<file path="src/pmc_pkg.sv">
// Shared constants, types and helpers for the position move controller.
package pmc_pkg;

  // Default sizes handed to the top level
  localparam int POSITION_BITS_DEF  = 24;
  localparam int GAIN_FRAC_BITS_DEF = 16;
  localparam int INTEGRAL_BITS_DEF  = 32;

  // Fixed field and register widths
  localparam int GAIN_BITS     = 24;
  localparam int ZONE_BITS     = 16;
  localparam int BAND_BITS     = 16;
  localparam int LIMIT_BITS    = 7;
  localparam int TICK_BITS     = 8;
  localparam int ELAPSED_BITS  = 26;
  localparam int POWER_BITS    = 8;
  localparam int STATUS_BITS   = 2;
  localparam int SUM_BITS      = 64;
  localparam int CFG_ADDR_BITS = 3;
  localparam int CFG_DATA_BITS = 24;

  // Products and sums saturate at +-2^61; an operand beyond +-2^37 saturates the product
  localparam int OPERAND_SAT_BITS = 37;
  localparam logic signed [SUM_BITS-1:0] SAT_BIG = 64'sh2000_0000_0000_0000;
  localparam logic [SUM_BITS-1:0] OPERAND_LIMIT  = 64'h0000_0020_0000_0000;

  // Time limit of a move: short moves get a fixed budget, others 2 ms per count
  localparam int SHORT_MOVE_DIST = 500;
  localparam int SHORT_MOVE_MS   = 700;

  // Register reset values
  localparam logic [GAIN_BITS-1:0]  PROP_GAIN_RST  = 24'd98304;
  localparam logic [GAIN_BITS-1:0]  INTEG_GAIN_RST = 24'd262;
  localparam logic [GAIN_BITS-1:0]  DERIV_GAIN_RST = 24'd144179;
  localparam logic [ZONE_BITS-1:0]  ZONE_RST       = 16'd50;
  localparam logic [BAND_BITS-1:0]  BAND_RST       = 16'd3;
  localparam logic [LIMIT_BITS-1:0] LIMIT_RST      = 7'd127;
  localparam logic [TICK_BITS-1:0]  TICK_MS_RST    = 8'd15;

  typedef enum logic [CFG_ADDR_BITS-1:0] {
    CFG_PROP_GAIN  = 3'd0,
    CFG_INTEG_GAIN = 3'd1,
    CFG_DERIV_GAIN = 3'd2,
    CFG_ZONE       = 3'd3,
    CFG_BAND       = 3'd4,
    CFG_LIMIT      = 3'd5,
    CFG_TICK_MS    = 3'd6
  } cfg_reg_e;

  typedef enum logic [STATUS_BITS-1:0] {
    ST_RUN     = 2'd0,
    ST_REACHED = 2'd1,
    ST_TIMEOUT = 2'd2,
    ST_IDLE    = 2'd3
  } status_e;

  typedef enum logic {
    OP_START = 1'b0,
    OP_TICK  = 1'b1
  } opcode_e;

  // Per-result control that rides along the pipeline
  typedef struct packed {
    status_e status;
    logic    done;
  } result_ctl_t;

  // Clamp a widened sum back to +-2^61
  function automatic logic signed [SUM_BITS-1:0] clamp_big(input logic signed [SUM_BITS:0] v);
    logic signed [SUM_BITS-1:0] res;
    if (v > SAT_BIG) begin
      res = SAT_BIG;
    end else if (v < -SAT_BIG) begin
      res = -SAT_BIG;
    end else begin
      res = v[SUM_BITS-1:0];
    end
    return res;
  endfunction

endpackage

</file>
<file path="src/pmc_sum.sv">
// Sum stages and output register: two clamped adds, Q.16 truncation, power clamp.
module pmc_sum #(
  parameter int F = pmc_pkg::GAIN_FRAC_BITS_DEF
) (
  input  logic                                 clk_i,
  input  logic                                 rst_ni,
  input  logic                                 valid_i,
  output logic                                 ready_o,
  input  logic signed [pmc_pkg::SUM_BITS-1:0]  p_i,
  input  logic signed [pmc_pkg::SUM_BITS-1:0]  i_i,
  input  logic signed [pmc_pkg::SUM_BITS-1:0]  d_i,
  input  pmc_pkg::result_ctl_t                 ctl_i,
  input  logic [pmc_pkg::LIMIT_BITS-1:0]       power_limit_i,
  output logic                                 valid_o,
  input  logic                                 ready_i,
  output logic signed [pmc_pkg::POWER_BITS-1:0] power_o,
  output pmc_pkg::result_ctl_t                 ctl_o
);
  import pmc_pkg::*;

  logic                         va_q, vb_q, vc_q;
  logic                         rdy_a, rdy_b, rdy_c;
  logic signed [SUM_BITS-1:0]   s1_q, d_q, s2_q;
  result_ctl_t                  ctl_a_q, ctl_b_q, ctl_c_q;
  logic signed [POWER_BITS-1:0] power_q, power_d;
  logic [SUM_BITS-1:0]          mag_full, shifted;
  logic [LIMIT_BITS-1:0]        mag;

  assign rdy_c   = !vc_q || ready_i;
  assign rdy_b   = !vb_q || rdy_c;
  assign rdy_a   = !va_q || rdy_b;
  assign ready_o = rdy_a;

  // Magnitude, drop the fraction bits, cap at the limit, restore the sign
  always_comb begin
    mag_full = s2_q[SUM_BITS-1] ? SUM_BITS'(-s2_q) : SUM_BITS'(s2_q);
    shifted  = mag_full >> F;
    mag      = (shifted > SUM_BITS'(power_limit_i)) ? power_limit_i : shifted[LIMIT_BITS-1:0];
    power_d  = s2_q[SUM_BITS-1] ? -$signed(POWER_BITS'(mag)) : $signed(POWER_BITS'(mag));
  end

  always_ff @(posedge clk_i or negedge rst_ni) begin
    if (!rst_ni) begin
      va_q <= 1'b0;
      vb_q <= 1'b0;
      vc_q <= 1'b0;
    end else begin
      if (rdy_a) begin
        va_q <= valid_i;
      end
      if (rdy_b) begin
        vb_q <= va_q;
      end
      if (rdy_c) begin
        vc_q <= vb_q;
      end
    end
  end

  // Proportional plus integral, then derivative, each clamped
  always_ff @(posedge clk_i) begin
    if (valid_i && rdy_a) begin
      s1_q    <= clamp_big((SUM_BITS+1)'(p_i) + (SUM_BITS+1)'(i_i));
      d_q     <= d_i;
      ctl_a_q <= ctl_i;
    end
    if (va_q && rdy_b) begin
      s2_q    <= clamp_big((SUM_BITS+1)'(s1_q) + (SUM_BITS+1)'(d_q));
      ctl_b_q <= ctl_a_q;
    end
    if (vb_q && rdy_c) begin
      power_q <= power_d;
      ctl_c_q <= ctl_b_q;
    end
  end

  assign valid_o = vc_q;
  assign power_o = power_q;
  assign ctl_o   = ctl_c_q;

endmodule

</file>
<file path="config.mk">
export PLATFORM = sky130hd
export DESIGN_NAME = pmc_sum
export DESIGN_NICKNAME = d
export VERILOG_FILES = /design/src/pmc_pkg.sv /design/src/pmc_sum.sv
export SDC_FILE = /design/constraint.sdc
export NUM_CORES = 1
export LEC_CHECK = 0
export BUFFER_PORTS_ARGS = -buffer_cell sky130_fd_sc_hd__buf_2
export CORE_UTILIZATION = 35
export DETAILED_ROUTE_END_ITERATION = 12
export MAX_ROUTING_LAYER = met4
export PLACE_DENSITY = 0.6
export SLEW_MARGIN = 20
export SYNTH_ARGS = -nofsm -noshare
export SYNTH_HDL_FRONTEND = slang
export SYNTH_SLANG_ARGS = --single-unit
</file>
<file path="constraint.sdc">
create_clock -name clk_i -period 10.95 [get_ports clk_i]
set_input_delay 1.095 -clock clk_i [delete_from_list [all_inputs] [get_ports clk_i]]
set_output_delay 1.095 -clock clk_i [all_outputs]
set_load 0.02 [all_outputs]
</file>
# --- After elaboration in Yosys (flattened, before gate mapping) ---
# Cells that the tools add are included.
word_totals:
  register_bits: 212
  input_bits: 206
  out_inout_bits: 13
  wordCells: 41
classes:
  n_addsub: 4
  order_cmp: 5
  muxes: 5
  reduce_logical: 11
op_table:
  columns: ["operator", "count"]
  rows:
  - ["64-bit two-way mux", 3]
  - ["64-bit by 64-bit adder with 65-bit output", 2]
  - ["65-bit by 63-bit greater-than comparator with 1-bit output, second input constant", 2]
  - ["65-bit by 62-bit < comparator with 1-bit output, second input constant", 2]
  - ["64-bit negation", 1]
  - ["48-bit by 7-bit greater-than comparator with 1-bit output", 1]
  - ["7-bit two-way mux", 2]
  - ["7-bit negation with 8-bit output", 1]
  - ["2-bit OR reduction", 2]
  - ["1-bit logical AND", 3]
  - ["1-bit zero test", 3]
  - ["1-bit logical OR", 3]

# --- Longest topological paths before layout ---
logic_depth:
  ltp_word: 6
  mapped_depth: 25
  depth_no_buf: 23

# --- Least setup slack after synthesis ---
# No wires, ideal clock.
synth_path:
  path_kind: "reg-to-reg"
  from: "reg s2_q[63]"
  to: "reg power_q[4], in the netlist power_o[4] (data pin)"
  setup_time_ns: 0.272
  t_arrival_ns: 5.453
  required_time_ns: 10.678
  slack_ns: 5.225
  stages_incl_launch_ff: 25
  path_buffers: 5
  path_cell_list: "edfxtp_1 -> clkbuf_1 -> clkbuf_1 -> clkbuf_1 -> o21ai_0 -> xor2_1 -> inv_1 -> ha_1 -> and4_1 -> nand4_1 -> nand2_1 -> o21ai_0 -> or4_1 -> a311oi_1 -> nand4b_1 -> or4_1 -> or4_1 -> clkbuf_2 -> clkbuf_1 -> mux2i_1 -> ha_1 -> inv_1 -> o31ai_1 -> xnor2_1 -> a21oi_1"
synth_between:
  elab_chain_len: 6
synth_rtl:
  columns: ["item", "line", "source"]
  rows:
  - ["start, declared", "pmc_sum.sv:23", "logic signed [SUM_BITS-1:0] s1_q, d_q, s2_q;"]
  - ["start signal, assigned", "pmc_sum.sv:68", "s2_q <= clamp_big((SUM_BITS+1)'(s1_q) + (SUM_BITS+1)'(d_q));"]
  - ["64-bit negation", "pmc_sum.sv:36", "mag_full = s2_q[SUM_BITS-1] ? SUM_BITS'(-s2_q) : SUM_BITS'(s2_q);"]
  - ["64-bit two-way mux", "pmc_sum.sv:36", null]
  - ["48-bit by 7-bit greater-than comparator with 1-bit output", "pmc_sum.sv:38", "mag = (shifted > SUM_BITS'(power_limit_i)) ? power_limit_i : shifted[LIMIT_BITS-1:0];"]
  - ["7-bit two-way mux", "pmc_sum.sv:38", null]
  - ["7-bit negation with 8-bit output", "pmc_sum.sv:39", "power_d = s2_q[SUM_BITS-1] ? -$signed(POWER_BITS'(mag)) : $signed(POWER_BITS'(mag));"]
  - ["7-bit two-way mux *", "pmc_sum.sv:39", null]
  - ["named net power_d[4]", "pmc_sum.sv:25", "logic signed [POWER_BITS-1:0] power_q, power_d;"]
  - ["end signal, assigned", "pmc_sum.sv:72", "power_q <= power_d;"]
  - ["end, declared", "pmc_sum.sv:25", null]
# Mark *: on every way through the listed nets, which the timed path passes. The rest lies on a longest branch.
# A chain may end at the register's enable or synchronous reset.

# --- Worst setup path in the final report ---
layout_path:
  from: "reg s2_q[0]"
  to: "reg power_q[4], in the netlist power_o[4] (data pin)"
layout_between:
  elab_chain_len: 6
layout_rtl:
  columns: ["item", "line"]
  rows:
  - ["64-bit negation *", "pmc_sum.sv:36"]
  - ["64-bit two-way mux *", "pmc_sum.sv:36"]
  - ["48-bit by 7-bit greater-than comparator with 1-bit output", "pmc_sum.sv:38"]
  - ["7-bit two-way mux *", "pmc_sum.sv:38"]
  - ["7-bit negation with 8-bit output", "pmc_sum.sv:39"]
  - ["7-bit two-way mux *", "pmc_sum.sv:39"]
  - ["named net power_d[4]", "pmc_sum.sv:25"]
# Marked as above.

==> results.json <==
{
  "clockRootBuffer": "clkbuf_16",
  "worst_setup_end_kind": "flip-flop",
  "synth-xor-area-share": 0.06965,
  "worst_slew_margin_rel": 0.3464,
  "setup_total_negative_slack_ns": 0,
  "cp_cell_sequence": "nor4_1 -> and4_1 -> nand2b_1 -> o21ai_0 -> xor2_1 -> inv_1 -> ha_1 -> and4_1 -> nand4_1 -> nand2_1 -> o21ai_0 -> or4_1 -> a311oi_1 -> nand4b_1 -> or4_1 -> or4_1 -> mux2i_1 -> ha_1 -> inv_1 -> o31ai_1 -> xnor2_1 -> a21oi_1",
  "dieArea_mm2": 0.04794,
  "cts.clk_slew.worst_paths_ns": 0.06,
  "clock_sinks": 212,
  "power_frac_comb": 0.348,
  "coreArea_mm2": 0.04646,
  "syn_nets": 2210,
  "hold_ws_ns": 0.3707,
  "grt_use_total": 0.2041,
  "rsz0062_at_grt": "false",
  "synthesis.yosys.warnings": 0,
  "synth_edf_count": 209,
  "die_w_um": 219.0,
  "seq_power_share": 0.401,
  "swShare": 0.3548,
  "power_density_mw_per_mm2": 145.2,
  "crit_path_time_final_ns": 6.188,
  "crit_top_cell": "or4_1",
  "multiplexer_area_fraction_after_synthesis": 0.006304,
  "post_cts_hold_buffer_count": 0,
  "placed_cell_area_mm2": 0.01817,
  "route.antenna.remaining_nets": 0,
  "fmax_mhz": 161.6,
  "post_cts.resized_instances": 0,
  "drc": 0,
  "nFillCells": 4688,
  "die-height_um": 219.0,
  "setup.worst_path.class": "reg -> reg",
  "regArea_mm2": 0.006351,
  "cellLeakagePower_nw": 7.274,
  "grt_max_degree": 81,
  "max_cap_viol": 0,
  "synth_top_area_cell": "edfxtp_1",
  "grt_pass1_wl_mm": 76.39,
  "worst_setup_start_kind": "flip-flop",
  "yosys_register_bits": 212,
  "slew_viol_final": 0,
  "transition_at_the_pin_with_the_smallest_max_transition_slack_ns": 0.9804,
  "vias": 14780,
  "setup_viol": 0,
  "boundaryPins": 219,
  "final.setup_skew_ns": 0.01498,
  "mappedNetlistArea_mm2": 0.01647,
  "place.detailed.hpwl_mm": 39.44,
  "per_cell_routed_wire_length_um": 17.89,
  "critical_path_peak_fanout": 13,
  "clockBufferDepth": 3,
  "synth_most_common_cell": "nor2_1",
  "finish.utilization": 0.4054,
  "antenna_cells_inserted": 0,
  "post_synth_most_frequent_cells": "nor2_1, edfxtp_1, a21oi_1",
  "clk_latency_ns": 0.51,
  "area.growth.synth_to_final_pct": 14.34,
  "routabilityCongestion": 0.9192,
  "detailedRoute.firstIterationViolations": 1082,
  "avgViaCountPerCell": 5.512,
  "finalHoldViolCount": 0,
  "synth_cells": 1866,
  "tritoncts": "done",
  "vdd.ir_drop.worst_mv": 0.1044,
  "post_cts_repair_timing_setup_buffer_count": 0,
  "synth_sequential_area_ratio": 0.3855,
  "synth-simple-area-share": 0.2114,
  "global_route.overflow_total": 0,
  "routed_wirelength_mm": 47.97,
  "post_synth_num_cell_types": 78,
  "synthDominantCellAreaShare": 0.3810,
  "antenna_found_initial": 0,
  "synth-adder-area-share": 0.1057,
  "cts-htree-levels": 1,
  "placement_rows": 79,
  "finalInstanceArea_mm2": 0.01884,
  "synth_compound_gate_area_share": 0.1978,
  "run_status": "finished, final reports clean",
  "largest_family_of_logic_cells_by_synthesized_area": "simple AND/OR/NAND/NOR gates",
  "synth-main-ff-cell": "edfxtp_1",
  "number_of_detailed_route_iterations_in_the_first_pass": 7,
  "critical_path_arrival_ns": 6.43,
  "multi_input_area_mm2": 0.009749,
  "hp-class": "in -> async",
  "cts_buffers": 22,
  "drive_gt1_frac": 0.1355,
  "numPortBuffers": 218,
  "postSynthAreaPerCell_um2": 8.828,
  "slowest_stage": "or4_1",
  "async_flop_share": 0.01415,
  "internal_power_of_the_cells_mw": 1.764,
  "fin_crit_sh": 0.5651,
  "netlist_top_cells_area": "edfxtp_1, ha_1, a21oi_1",
  "pwr-share-clk": 0.252,
  "critical_path_required_ns": 11.19,
  "cpPeakStageDelay_ns": 0.77,
  "grt_pass1_vias": 14430,
  "floorplan.initialDensity": 0.3546,
  "layout.nets": 2402,
  "power.net_switching_mw": 0.9700
}
## layout by cell type (no fill, tap or decap), drive strengths merged, types with 11 or more instances in the layout
master    n
o21ai   122
o31ai    17
xor2     53
edfxtp  209
nand2   187
a211oi   15
xnor2    78
clkbuf   28
nand4    49
a21oi   203
ha      136
nor3     50
nor4     32
a21o     31
inv      48
nand3    45
a31oi    16
and3     11
nand2b   19
nor2    270
or4      12
o21a     18
buf     224
o21bai   16
nor2b    23
## path summary, 6_finish.rpt
kind / slack, ns / startpoint / end / depth (start not counted)
max: 4.76 / s2_q[0] / power_o[4] / 22
min: 0.37 / rst_ni / vb_q / 1
max reg2reg: 4.76 / s2_q[0] / power_o[4] / 22
min reg2reg: 0.42 / ctl_b_q[2] / ctl_o[2] / 0
max in group asynchronous: 10.47 / rst_ni / va_q / 1
min in group clk_i: 0.42 / ctl_b_q[2] / ctl_o[2] / 0
## kinds of logic after synthesis
kind of cell,count (synthesis)
xor+xnor,131
flops,212
compound gates,529
simple gates,744
buf+inv,102
mux,10
fa+ha+maj,138
## critical path, delay by kind of cell (launching register included)
family | cells | cell delay (ns)
flip-flops | 1 | 0.35
adder cells (fa/ha/maj) | 2 | 0.54
AND/OR/NAND/NOR | 10 | 3.29
buffers and inverters | 2 | 0.18
AO/OA/AOI/OAI | 5 | 0.86
multiplexers | 1 | 0.29
XOR/XNOR | 2 | 0.40
## state kept, by name, indices dropped and copies added, names as in the netlist
register  count
power_o       8
va_q          1
s1_q         64
valid_o       1
ctl_b_q       3
d_q          64
ctl_o         3
s2_q         64
vb_q          1
ctl_a_q       3
## per-stage QoR
stage | power [mW] | std cells | setup WS, ns
global placement | 2.051 | 2641 | 4.990
finish | 2.734 | 2681 | 4.762
CTS | 2.755 | 2681 | 4.728
detailed placement | 2.053 | 2641 | 4.734
global route | 2.907 | 2681 | 4.195
floorplan | 1.769 | 1866 | 5.225
## power groups by stage
| stage | Sequential, mW | Clock [mW] | Combinational [mW] |
|---|---|---|---|
| 6_report | 1.10 | 0.688 | 0.951 |
| 3_3_place_gp | 1.11 | 0 | 0.938 |
| 2_1_floorplan | 1.08 | 0 | 0.685 |
| 4_1_cts | 1.09 | 0.714 | 0.946 |
| 5_1_grt | 1.11 | 0.742 | 1.06 |
| 3_5_place_dp | 1.11 | 0 | 0.942 |
## final cells by class
cell class / instances / area share
Inverter: 46 / 0.009167
Tap cell: 607 / 0.04032
Timing Repair Buffer: 224 / 0.06032
Multi-Input combinational cell: 1552 / 0.5176
Sequential cell: 212 / 0.3372
Clock inverter: 12 / 0.003853
Clock buffer: 28 / 0.03155
## per-layer routing
layer  track usage  part of all wire  vias up
met5             -                 0        -
li1              -                 -     7378
met2        0.3335              0.47      416
met1        0.2689              0.46     6888
met4       0.06597             0.031        0
met3       0.01386             0.037       96
No activity file was read; power rests on OpenSTA's default activity.
