### src/pmc_pkg.sv
// Shared constants, types and helpers for the position move controller.
package pmc_pkg;

  // Default sizes handed to the top level
  localparam int POSITION_BITS_DEF  = 24;
  localparam int GAIN_FRAC_BITS_DEF = 16;
  localparam int INTEGRAL_BITS_DEF  = 32;

  // Fixed field and register widths
  localparam int GAIN_BITS     = 24;
  localparam int ZONE_BITS     = 16;
  localparam int BAND_BITS     = 16;
  localparam int LIMIT_BITS    = 7;
  localparam int TICK_BITS     = 8;
  localparam int ELAPSED_BITS  = 26;
  localparam int POWER_BITS    = 8;
  localparam int STATUS_BITS   = 2;
  localparam int SUM_BITS      = 64;
  localparam int CFG_ADDR_BITS = 3;
  localparam int CFG_DATA_BITS = 24;

  // Products and sums saturate at +-2^61; an operand beyond +-2^37 saturates the product
  localparam int OPERAND_SAT_BITS = 37;
  localparam logic signed [SUM_BITS-1:0] SAT_BIG = 64'sh2000_0000_0000_0000;
  localparam logic [SUM_BITS-1:0] OPERAND_LIMIT  = 64'h0000_0020_0000_0000;

  // Time limit of a move: short moves get a fixed budget, others 2 ms per count
  localparam int SHORT_MOVE_DIST = 500;
  localparam int SHORT_MOVE_MS   = 700;

  // Register reset values
  localparam logic [GAIN_BITS-1:0]  PROP_GAIN_RST  = 24'd98304;
  localparam logic [GAIN_BITS-1:0]  INTEG_GAIN_RST = 24'd262;
  localparam logic [GAIN_BITS-1:0]  DERIV_GAIN_RST = 24'd144179;
  localparam logic [ZONE_BITS-1:0]  ZONE_RST       = 16'd50;
  localparam logic [BAND_BITS-1:0]  BAND_RST       = 16'd3;
  localparam logic [LIMIT_BITS-1:0] LIMIT_RST      = 7'd127;
  localparam logic [TICK_BITS-1:0]  TICK_MS_RST    = 8'd15;

  typedef enum logic [CFG_ADDR_BITS-1:0] {
    CFG_PROP_GAIN  = 3'd0,
    CFG_INTEG_GAIN = 3'd1,
    CFG_DERIV_GAIN = 3'd2,
    CFG_ZONE       = 3'd3,
    CFG_BAND       = 3'd4,
    CFG_LIMIT      = 3'd5,
    CFG_TICK_MS    = 3'd6
  } cfg_reg_e;

  typedef enum logic [STATUS_BITS-1:0] {
    ST_RUN     = 2'd0,
    ST_REACHED = 2'd1,
    ST_TIMEOUT = 2'd2,
    ST_IDLE    = 2'd3
  } status_e;

  typedef enum logic {
    OP_START = 1'b0,
    OP_TICK  = 1'b1
  } opcode_e;

  // Per-result control that rides along the pipeline
  typedef struct packed {
    status_e status;
    logic    done;
  } result_ctl_t;

  // Clamp a widened sum back to +-2^61
  function automatic logic signed [SUM_BITS-1:0] clamp_big(input logic signed [SUM_BITS:0] v);
    logic signed [SUM_BITS-1:0] res;
    if (v > SAT_BIG) begin
      res = SAT_BIG;
    end else if (v < -SAT_BIG) begin
      res = -SAT_BIG;
    end else begin
      res = v[SUM_BITS-1:0];
    end
    return res;
  endfunction

endpackage

### src/pmc_front.sv
// Front stage: move state, error, integral zone, end-of-move decision.
module pmc_front #(
  parameter int P = pmc_pkg::POSITION_BITS_DEF,
  parameter int I = pmc_pkg::INTEGRAL_BITS_DEF
) (
  input  logic                              clk_i,
  input  logic                              rst_ni,
  input  logic                              valid_i,
  output logic                              ready_o,
  input  pmc_pkg::opcode_e                  opcode_i,
  input  logic signed [P-1:0]               target_i,
  input  logic signed [P-1:0]               position_i,
  input  logic [pmc_pkg::ZONE_BITS-1:0]     integral_zone_i,
  input  logic [pmc_pkg::BAND_BITS-1:0]     exit_band_i,
  input  logic [pmc_pkg::TICK_BITS-1:0]     tick_ms_i,
  output logic                              valid_o,
  input  logic                              ready_i,
  output logic signed [P:0]                 err_o,
  output logic signed [I-1:0]               integ_o,
  output logic signed [P+1:0]               delta_o,
  output pmc_pkg::result_ctl_t              ctl_o
);
  import pmc_pkg::*;

  localparam int ERR_W   = P + 1;
  localparam int DELTA_W = P + 2;
  localparam int TL_W    = (P + 1 > ELAPSED_BITS) ? P + 1 : ELAPSED_BITS;
  localparam int CMP_W   = ERR_W + ZONE_BITS + 1;
  localparam int ACC_W   = ((I > ERR_W) ? I : ERR_W) + 1;

  // Move state
  logic signed [P-1:0]       goal_q, goal_d;
  logic                      heading_q, heading_d;
  logic signed [ERR_W-1:0]   last_err_q, last_err_d;
  logic signed [I-1:0]       acc_q, acc_d;
  logic [ELAPSED_BITS-1:0]   elapsed_q, elapsed_d;
  logic [TL_W-1:0]           limit_q, limit_d;
  logic                      moving_q, moving_d;

  // Stage output register
  logic                      valid_q;
  logic signed [ERR_W-1:0]   err_q, err_d;
  logic signed [I-1:0]       integ_q, integ_d;
  logic signed [DELTA_W-1:0] delta_q, delta_d;
  result_ctl_t               ctl_q, ctl_d;

  logic                      accept;
  logic [P-1:0]              tgt_abs;
  logic [TL_W-1:0]           tl_start;
  logic signed [ERR_W-1:0]   err;
  logic [ERR_W-1:0]          aerr;
  logic                      in_zone;
  logic signed [ACC_W-1:0]   acc_sum;
  logic [ACC_W-I:0]          acc_hi;
  logic signed [I-1:0]       acc_upd, acc_new;
  logic                      clear_int;
  logic signed [DELTA_W-1:0] delta;
  logic [ELAPSED_BITS:0]     ela_sum;
  logic [ELAPSED_BITS-1:0]   ela_new;
  logic signed [CMP_W-1:0]   err_c, band_c;
  logic                      reached, timeout;

  assign ready_o = !valid_q || ready_i;
  assign accept  = valid_i && ready_o;

  // Start: direction and time budget
  always_comb begin
    tgt_abs  = target_i[P-1] ? P'(-target_i) : P'(target_i);
    tl_start = (tgt_abs < P'(SHORT_MOVE_DIST)) ? TL_W'(SHORT_MOVE_MS) : TL_W'({tgt_abs, 1'b0});
  end

  // Tick: error, integral with zone and sign reset, elapsed time, exit checks
  always_comb begin
    err       = {goal_q[P-1], goal_q} - {position_i[P-1], position_i};
    aerr      = err[ERR_W-1] ? ERR_W'(-err) : ERR_W'(err);
    in_zone   = {{ZONE_BITS{1'b0}}, aerr} < {{ERR_W{1'b0}}, integral_zone_i};
    acc_sum   = ACC_W'(acc_q) + ACC_W'(err);
    acc_hi    = acc_sum[ACC_W-1:I-1];
    if ((&acc_hi) || !(|acc_hi)) begin
      acc_upd = acc_sum[I-1:0];
    end else if (acc_sum[ACC_W-1]) begin
      acc_upd = {1'b1, {(I-1){1'b0}}};
    end else begin
      acc_upd = {1'b0, {(I-1){1'b1}}};
    end
    clear_int = (err == '0) || (last_err_q == '0) || (err[ERR_W-1] != last_err_q[ERR_W-1]);
    acc_new   = (clear_int || !in_zone) ? '0 : acc_upd;
    delta     = DELTA_W'(err) - DELTA_W'(last_err_q);
    ela_sum   = {1'b0, elapsed_q} + (ELAPSED_BITS+1)'(tick_ms_i);
    ela_new   = ela_sum[ELAPSED_BITS] ? '1 : ela_sum[ELAPSED_BITS-1:0];
    err_c     = CMP_W'(err);
    band_c    = $signed({{(CMP_W-BAND_BITS){1'b0}}, exit_band_i});
    reached   = heading_q ? (err_c < band_c) : (err_c > -band_c);
    timeout   = TL_W'(ela_new) > limit_q;
  end

  // Next state and stage payload
  always_comb begin
    goal_d     = goal_q;
    heading_d  = heading_q;
    last_err_d = last_err_q;
    acc_d      = acc_q;
    elapsed_d  = elapsed_q;
    limit_d    = limit_q;
    moving_d   = moving_q;
    err_d      = '0;
    integ_d    = '0;
    delta_d    = '0;
    ctl_d      = '{status: ST_RUN, done: 1'b0};
    if (opcode_i == OP_START) begin
      goal_d     = target_i;
      heading_d  = !target_i[P-1] && (target_i != '0);
      last_err_d = '0;
      acc_d      = '0;
      elapsed_d  = '0;
      limit_d    = tl_start;
      moving_d   = 1'b1;
    end else if (!moving_q) begin
      ctl_d.status = ST_IDLE;
    end else begin
      elapsed_d  = ela_new;
      acc_d      = acc_new;
      last_err_d = err;
      err_d      = err;
      integ_d    = acc_new;
      delta_d    = delta;
      if (reached) begin
        ctl_d.status = ST_REACHED;
      end else if (timeout) begin
        ctl_d.status = ST_TIMEOUT;
      end
      if (reached || timeout) begin
        ctl_d.done = 1'b1;
        moving_d   = 1'b0;
      end
    end
  end

  // State registers
  always_ff @(posedge clk_i or negedge rst_ni) begin
    if (!rst_ni) begin
      goal_q     <= '0;
      heading_q  <= 1'b0;
      last_err_q <= '0;
      acc_q      <= '0;
      elapsed_q  <= '0;
      limit_q    <= '0;
      moving_q   <= 1'b0;
    end else if (accept) begin
      goal_q     <= goal_d;
      heading_q  <= heading_d;
      last_err_q <= last_err_d;
      acc_q      <= acc_d;
      elapsed_q  <= elapsed_d;
      limit_q    <= limit_d;
      moving_q   <= moving_d;
    end
  end

  // Stage valid
  always_ff @(posedge clk_i or negedge rst_ni) begin
    if (!rst_ni) begin
      valid_q <= 1'b0;
    end else if (ready_o) begin
      valid_q <= valid_i;
    end
  end

  // Stage payload
  always_ff @(posedge clk_i) begin
    if (accept) begin
      err_q   <= err_d;
      integ_q <= integ_d;
      delta_q <= delta_d;
      ctl_q   <= ctl_d;
    end
  end

  assign valid_o = valid_q;
  assign err_o   = err_q;
  assign integ_o = integ_q;
  assign delta_o = delta_q;
  assign ctl_o   = ctl_q;

endmodule

### config.mk
export PLATFORM = sky130hd
export DESIGN_NAME = pmc_front
export DESIGN_NICKNAME = d
export VERILOG_FILES = /design/src/pmc_pkg.sv /design/src/pmc_front.sv
export SDC_FILE = /design/constraint.sdc
export NUM_CORES = 1
export LEC_CHECK = 0
export BUFFER_PORTS_ARGS = -buffer_cell sky130_fd_sc_hd__buf_2
export CORE_AREA = 3 3 148 207
export DETAILED_ROUTE_END_ITERATION = 10
export DIE_AREA = 0 0 151 210
export PLACE_DENSITY = 0.85
export SYNTH_ARGS = -nofsm -noshare
export SYNTH_HDL_FRONTEND = slang
export SYNTH_SLANG_ARGS = --single-unit
### constraint.sdc
create_clock -name clk_i -period 16.37 [get_ports clk_i]
set_input_delay 2.4555 -clock clk_i [delete_from_list [all_inputs] [get_ports clk_i]]
set_output_delay 2.4555 -clock clk_i [all_outputs]
set_load 0.01 [all_outputs]
# After elaboration in Yosys (flattened, before gate mapping)

Index checks and enable logic that the tools add are counted.

Register bits after elaboration: 222
Bits in latches: 0
Bits in writable memories: 0
Memory bits (read-only): 0
Bits of input ports: 93
Output and inout bits: 88
Word-level logic and storage cells: 69
Memories: 0

Add/subtract/negate cells: 7
$mul: 0
Div/mod/pow operators: 0
Magnitude comparators: 5
Equality and inequality tests: 2
Shift operators: 0
Mux-type cells: 21
Bitwise logic cells: 1
Reduce and logical (&&, ||, !) cells: 20

Operators with widths:

| kind                  | count |
|---|---|
| $mux W32              | 5 |
| $mux W25              | 4 |
| $mux W26              | 3 |
| $logic_not A25 Y1     | 2 |
| $gt A25 B42 Y1        | 1 |
| $neg A16 Y42          | 1 |
| $add A32 B25 Y33      | 1 |
| $add A26 B8 Y27       | 1 |
| $gt A26 B26 Y1        | 1 |
| $sub A25 B25 Y26      | 1 |
| $lt A25 B16 Y1        | 1 |
| $lt A25 B17 Y1        | 1 |
| $neg A25 Y25          | 1 |
| $sub A24 B24 Y25      | 1 |
| $lt A24 B9 Y1 const B | 1 |
| $mux W24              | 1 |
| $neg A24 Y24          | 1 |
| $reduce_bool A24 Y1   | 1 |
| $reduce_and A2 Y1     | 4 |
| $logic_or A1 B1 Y1    | 6 |
| $mux W2               | 3 |
| $mux W1               | 5 |
| $logic_not A1 Y1      | 4 |
| $logic_and A1 B1 Y1   | 2 |
| 4 further kinds       | 4 |

# Depth between registers and ports, before layout

Depth after elaboration: 9
Mapped depth: 26
Depth with buffers taken out: 26

# Worst setup path before layout

No wires, ideal clock.

Path kind: input -> register
From: input port position_i[0]
To: register integ_q[8], in the netlist integ_o[8] (data pin)
Library setup time: 0.140 ns
Data arrival time: 7.714 ns
Data required time: 16.230 ns
Path slack: 8.516 ns
Stages: 22
Buffers on the path: 4
Path through: ha_1 fa_1 nand2b_1 a21o_1 a2111oi_2 nor3_1 o22ai_1 clkbuf_1 clkbuf_1 inv_1 ha_1 a21oi_1 nor2_1 a211o_1 a31o_2 or4_1 nand4_1 xnor2_1 clkbuf_1 clkbuf_1 nand2b_1 nor2b_1

Longest elaborated chain between the ends: 7
Elaborated cells on any way between the ends: 18
Classes of those cells: 3 x add/sub; 1 x order compare; 1 x eq/ne; 4 x mux; 9 x reduce/logical

RTL lines:

| what                                                          | line                             | RTL |
|---|---|---|
| start, declared                                               | pmc_front.sv:12                  | `input logic signed [P-1:0] position_i,` |
| $sub A24 B24 Y25 (*)                                          | pmc_front.sv:74                  | `err = {goal_q[P-1], goal_q} - {position_i[P-1], position_i};` |
| $neg A25 Y25 / $add A32 B25 Y33 (equally long branches)       | pmc_front.sv:75, pmc_front.sv:77 |  |
| $mux W25 / $reduce_or A2 Y1 (equally long branches)           | pmc_front.sv:75, pmc_front.sv:79 |  |
| $lt A25 B16 Y1 / $logic_not A1 Y1 (equally long branches)     | pmc_front.sv:76, pmc_front.sv:79 |  |
| $logic_not A1 Y1 / $logic_or A1 B1 Y1 (equally long branches) | pmc_front.sv:87, pmc_front.sv:79 |  |
| $logic_or A1 B1 Y1 / $mux W32 (equally long branches)         | pmc_front.sv:87, pmc_front.sv:79 |  |
| $mux W32 (*)                                                  | pmc_front.sv:87                  | `acc_new = (clear_int \|\| !in_zone) ? '0 : acc_upd;` |
| end signal, assigned                                          | pmc_front.sv:173                 | `integ_q <= integ_d;` |
| end, declared                                                 | pmc_front.sv:43                  | `logic signed [I-1:0] integ_q, integ_d;` |

Mark *: on every way between the ends. The rest lies on a longest branch, timed or not.
A chain may end at the register's enable or synchronous reset.

# Worst setup path after layout

From: input port position_i[7]
To: register integ_q[15], in the netlist integ_o[15] (data pin)

Longest elaborated chain between the ends: 7
Elaborated cells on any way between the ends: 18
Classes of those cells: 3 x add/sub; 1 x order compare; 1 x eq/ne; 4 x mux; 9 x reduce/logical

RTL lines:

| what                                                          | line                             | RTL |
|---|---|---|
| $sub A24 B24 Y25 (*)                                          | pmc_front.sv:74                  |  |
| named net err[15]                                             | pmc_front.sv:50                  | `logic signed [ERR_W-1:0] err;` |
| $neg A25 Y25 / $add A32 B25 Y33 (equally long branches)       | pmc_front.sv:75, pmc_front.sv:77 |  |
| $mux W25 / $reduce_or A2 Y1 (equally long branches)           | pmc_front.sv:75, pmc_front.sv:79 |  |
| $lt A25 B16 Y1 / $logic_not A1 Y1 (equally long branches)     | pmc_front.sv:76, pmc_front.sv:79 |  |
| $logic_not A1 Y1 / $logic_or A1 B1 Y1 (equally long branches) | pmc_front.sv:87, pmc_front.sv:79 |  |
| $logic_or A1 B1 Y1 / $mux W32 (equally long branches)         | pmc_front.sv:87, pmc_front.sv:79 |  |
| $mux W32 (*)                                                  | pmc_front.sv:87                  |  |

The timed path passes the listed nets; every way through them passes the cells marked *.

==> results.md <==
- Status: finished, final reports clean
- Chip width: 151 um
- DPL Wire Length: 37,100 um
- Period minus WS final: 8560 ps
- Post-route ant nets: 0
- Pre-CTS WS: 7340 ps
- Clock transition at the registers of the reported paths: 60 ps
- Fillers: 2,392
- Post-DP Area: 18,500 um^2
- Final period util: 0.523
- FP Rows: 74
- Max-cap violations: 0
- Routed vias/inst: 6.28
- Unique masters post-synth: 80
- Core area: 29,100 um^2
- Port Buffers: 180
- Synthesized flop and latch total: 220
- CP endpoint kind: register
- Critical path peak fanout: 31
- CTS tree: yes
- DR pass1 iterations: 6
- Syn Inst Count: 1,963
- Register area share after synthesis: 0.345
- Crit Path Category: in2reg
- Antenna Cells: 0
- Via count: 15,800
- Final worst slack: 7810 ps
- Largest net degree at the start of global routing: 76
- Sinks on Clock Net: 220
- Initial antenna violation count: 0
- Clk root buf: clkbuf_16
- Post-CTS sizing: 0
- Asr flop ratio synth: 0.609
- Mapped Area: 17,200 um^2
- Final instance area: 19,300 um^2
- CTS buffer count: 24
- HP Class: reg2reg
- Vias in the first global route: 15,500
- Clock buffer depth: 3
- Starting density of the core: 0.591
- Flop2flop setup slack: 9460 ps
- Critical Path RT: 16,620 ps
- Post-synth EDFFs: 86
- Crit start category: input pin
- Fmax: 0.117 GHz
- Syn nets: 2,234
- RSZ-0062 raised after global routing: false
- Slew Limit Fails: 0
- PwrDens: 135 nW/um^2
- Setup violations, final: 0
- DIE HEIGHT: 210 um
- Post-CTS Setup Inserts: 0
- Worst EP arrival: 8810 ps
- LEAKAGE: 9.09 nW
- Clk_lat worst skew: 550 ps
- Total Power: 0.00261 W
- Area growth syn-to-layout: 12.0%
- Utilization after layout: 0.662
- DR DRC count: 0
- Fin. Hold Viols: 0
- RePlAce Congestion: 0.967
- H-tree depth: 1
- Iter 0 DRT Violations: 1,147
- Slew HR: 0.277
- Routed len/inst: 19.6 um
- # hold bufs at CTS: 0
- Clock Skews: 18.5 ps
- Detailed Route WL: 49,100 um
- First-pass GRT wire length: 77,700 um
- GRT overflow: 0
- Primary FF master, synth: dfrtp_1
- Yosys warning count: 0
- Ports: 181
- Fraction of layout instances using a drive strength above 1: 0.130
- GRT Overall Usage: 0.304
- Synth Area per Inst: 8.76 um^2
- Maximum vdd drop: 0.0000886 V
- Die ar.: 31,700 um^2
- Slew @ Worst Pin: 1080 ps
- Nets: 2,386
- TNS Setup: 0 ps
==> layout make-up <==
type	instances	area, um^2	share of cell area
tap	380	475	0.0247
multi-input combinational	1507	10400	0.539
sequential	220	5940	0.308
timing repair buffer	200	1060	0.0549
inverter	162	609	0.0316
clock inverter	16	179	0.00929
clock buffer	28	616	0.0320
==> cell families (layout without fill, tap and decap cells) <==
kind of cell	count (synthesis)	in the layout	synth area share
AND/OR/NAND/NOR	688	688	0.198
AO/OA/AOI/OAI	524	524	0.212
buffers and inverters	236	406	0.0523
flip-flops	220	220	0.345
adder cells (fa/ha/maj)	179	179	0.132
XOR/XNOR	110	110	0.0560
multiplexers	6	6	0.00371
==> per-layer routing <==
metal | GRT usage | up-vias | part of all wire
met5 | 0 | - | 0
met4 | 0.149 | 0 | 0.054
met2 | 0.537 | 665 | 0.50
met3 | 0.0310 | 153 | 0.071
met1 | 0.366 | 7506 | 0.37
li1 | - | 7452 | -
==> worst paths after layout <==
check | start | end | depth (start not counted)
setup reg to reg | goal_q[7] | integ_o[15] | 20
hold / removal | limit_q[20] | limit_q[20] | 2
setup / recovery | position_i[7] | integ_o[15] | 22
min in group asynchronous | rst_ni | acc_q[28] | 1
hold reg to reg | limit_q[20] | limit_q[20] | 2
max in group asynchronous | rst_ni | goal_q[23] | 2
==> critical path: stages <==
cell and delay, ps:
buf_2 80, inv_1 40, ha_1 350, a21o_1 220, a21oi_1 270, o21ai_0 160, and3_1 260, or4_1 510
nand3_1 250, inv_1 200, ha_1 400, nand2_1 90, o21ai_0 100, o41ai_1 590, o21ai_0 250, o211ai_1 160
o311ai_0 310, a221o_1 460, a2111oi_0 370, a21o_1 260, a2111o_1 890, nor2b_1 110
==> cells in the final DEF (no fill, tap or decap), drive strengths merged, types with 20 or more instances in the layout <==
cell type and instances:
nor2 136, a21oi 90, clkbuf 28, nor2b 58
nor4 27, inv 161, a22o 33, nand2 211
nand2b 37, dfrtp 134, and2 20, xnor2 59
edfxtp 86, o21a 29, buf 200, or3 20
nor3 50, o21ai 116, nand3 35, o31ai 23
nand4 32, a211oi 20, ha 174, a21o 53
xor2 51, a32o 31
==> cells in the mapped netlist, types with 8 or more instances <==
cell type  count  area share
a211o_1       12      0.0061
and3_1        18      0.0066
or3_1         20      0.0073
xor2_1        51       0.026
o211ai_1      11      0.0048
a211oi_1      19      0.0083
or4_1         10      0.0044
clkbuf_1      62       0.014
buf_2          8      0.0023
nand3_1       35       0.010
a22o_1        33       0.017
nor3_1        49       0.014
edfxtp_1      86        0.15
a32o_1        31       0.018
and2_1        19      0.0069
nor2b_1       58       0.021
o31ai_1       23       0.010
a21oi_1       90       0.026
nand2_1      210       0.046
nor4_1        25      0.0091
nand2b_1      37       0.013
dfrtp_1      134        0.20
a21o_1        53       0.023
a31oi_1       16      0.0058
nor2_1       136       0.030
or2_2         12      0.0044
o21bai_1       9      0.0039
o21ai_0      116       0.034
ha_1         174        0.13
inv_1        161       0.035
xnor2_1       59       0.030
nand4_1       32       0.012
o21a_1        29       0.013
==> metrics by stage <==
stage | hold WS (ps) | cells
finish | 481 | 2513
global route | 510 | 2513
CTS | 484 | 2513
detailed placement | 470 | 2469
global placement | 458 | 2469
floorplan | 443 | 1963
==> power by group <==
part	switching, W	internal, W	leakage [nW]	total, W
combinational	0.000811	0.000521	6.10	0.00133
sequential	0.0000483	0.000669	2.61	0.000717
clock	0.000238	0.000319	0.381	0.000557
total	0.00110	0.00151	9.09	0.00261
==> sequential cells by signal (all words and copies together), names as in the netlist <==
name,flops
acc_q,32
heading_q,1
valid_o,1
moving_q,1
integ_o,32
delta_o,26
limit_q,24
err_o,25
ctl_o,3
last_err_q,25
elapsed_q,26
goal_q,24
Power figures use the tool's default switching activity.
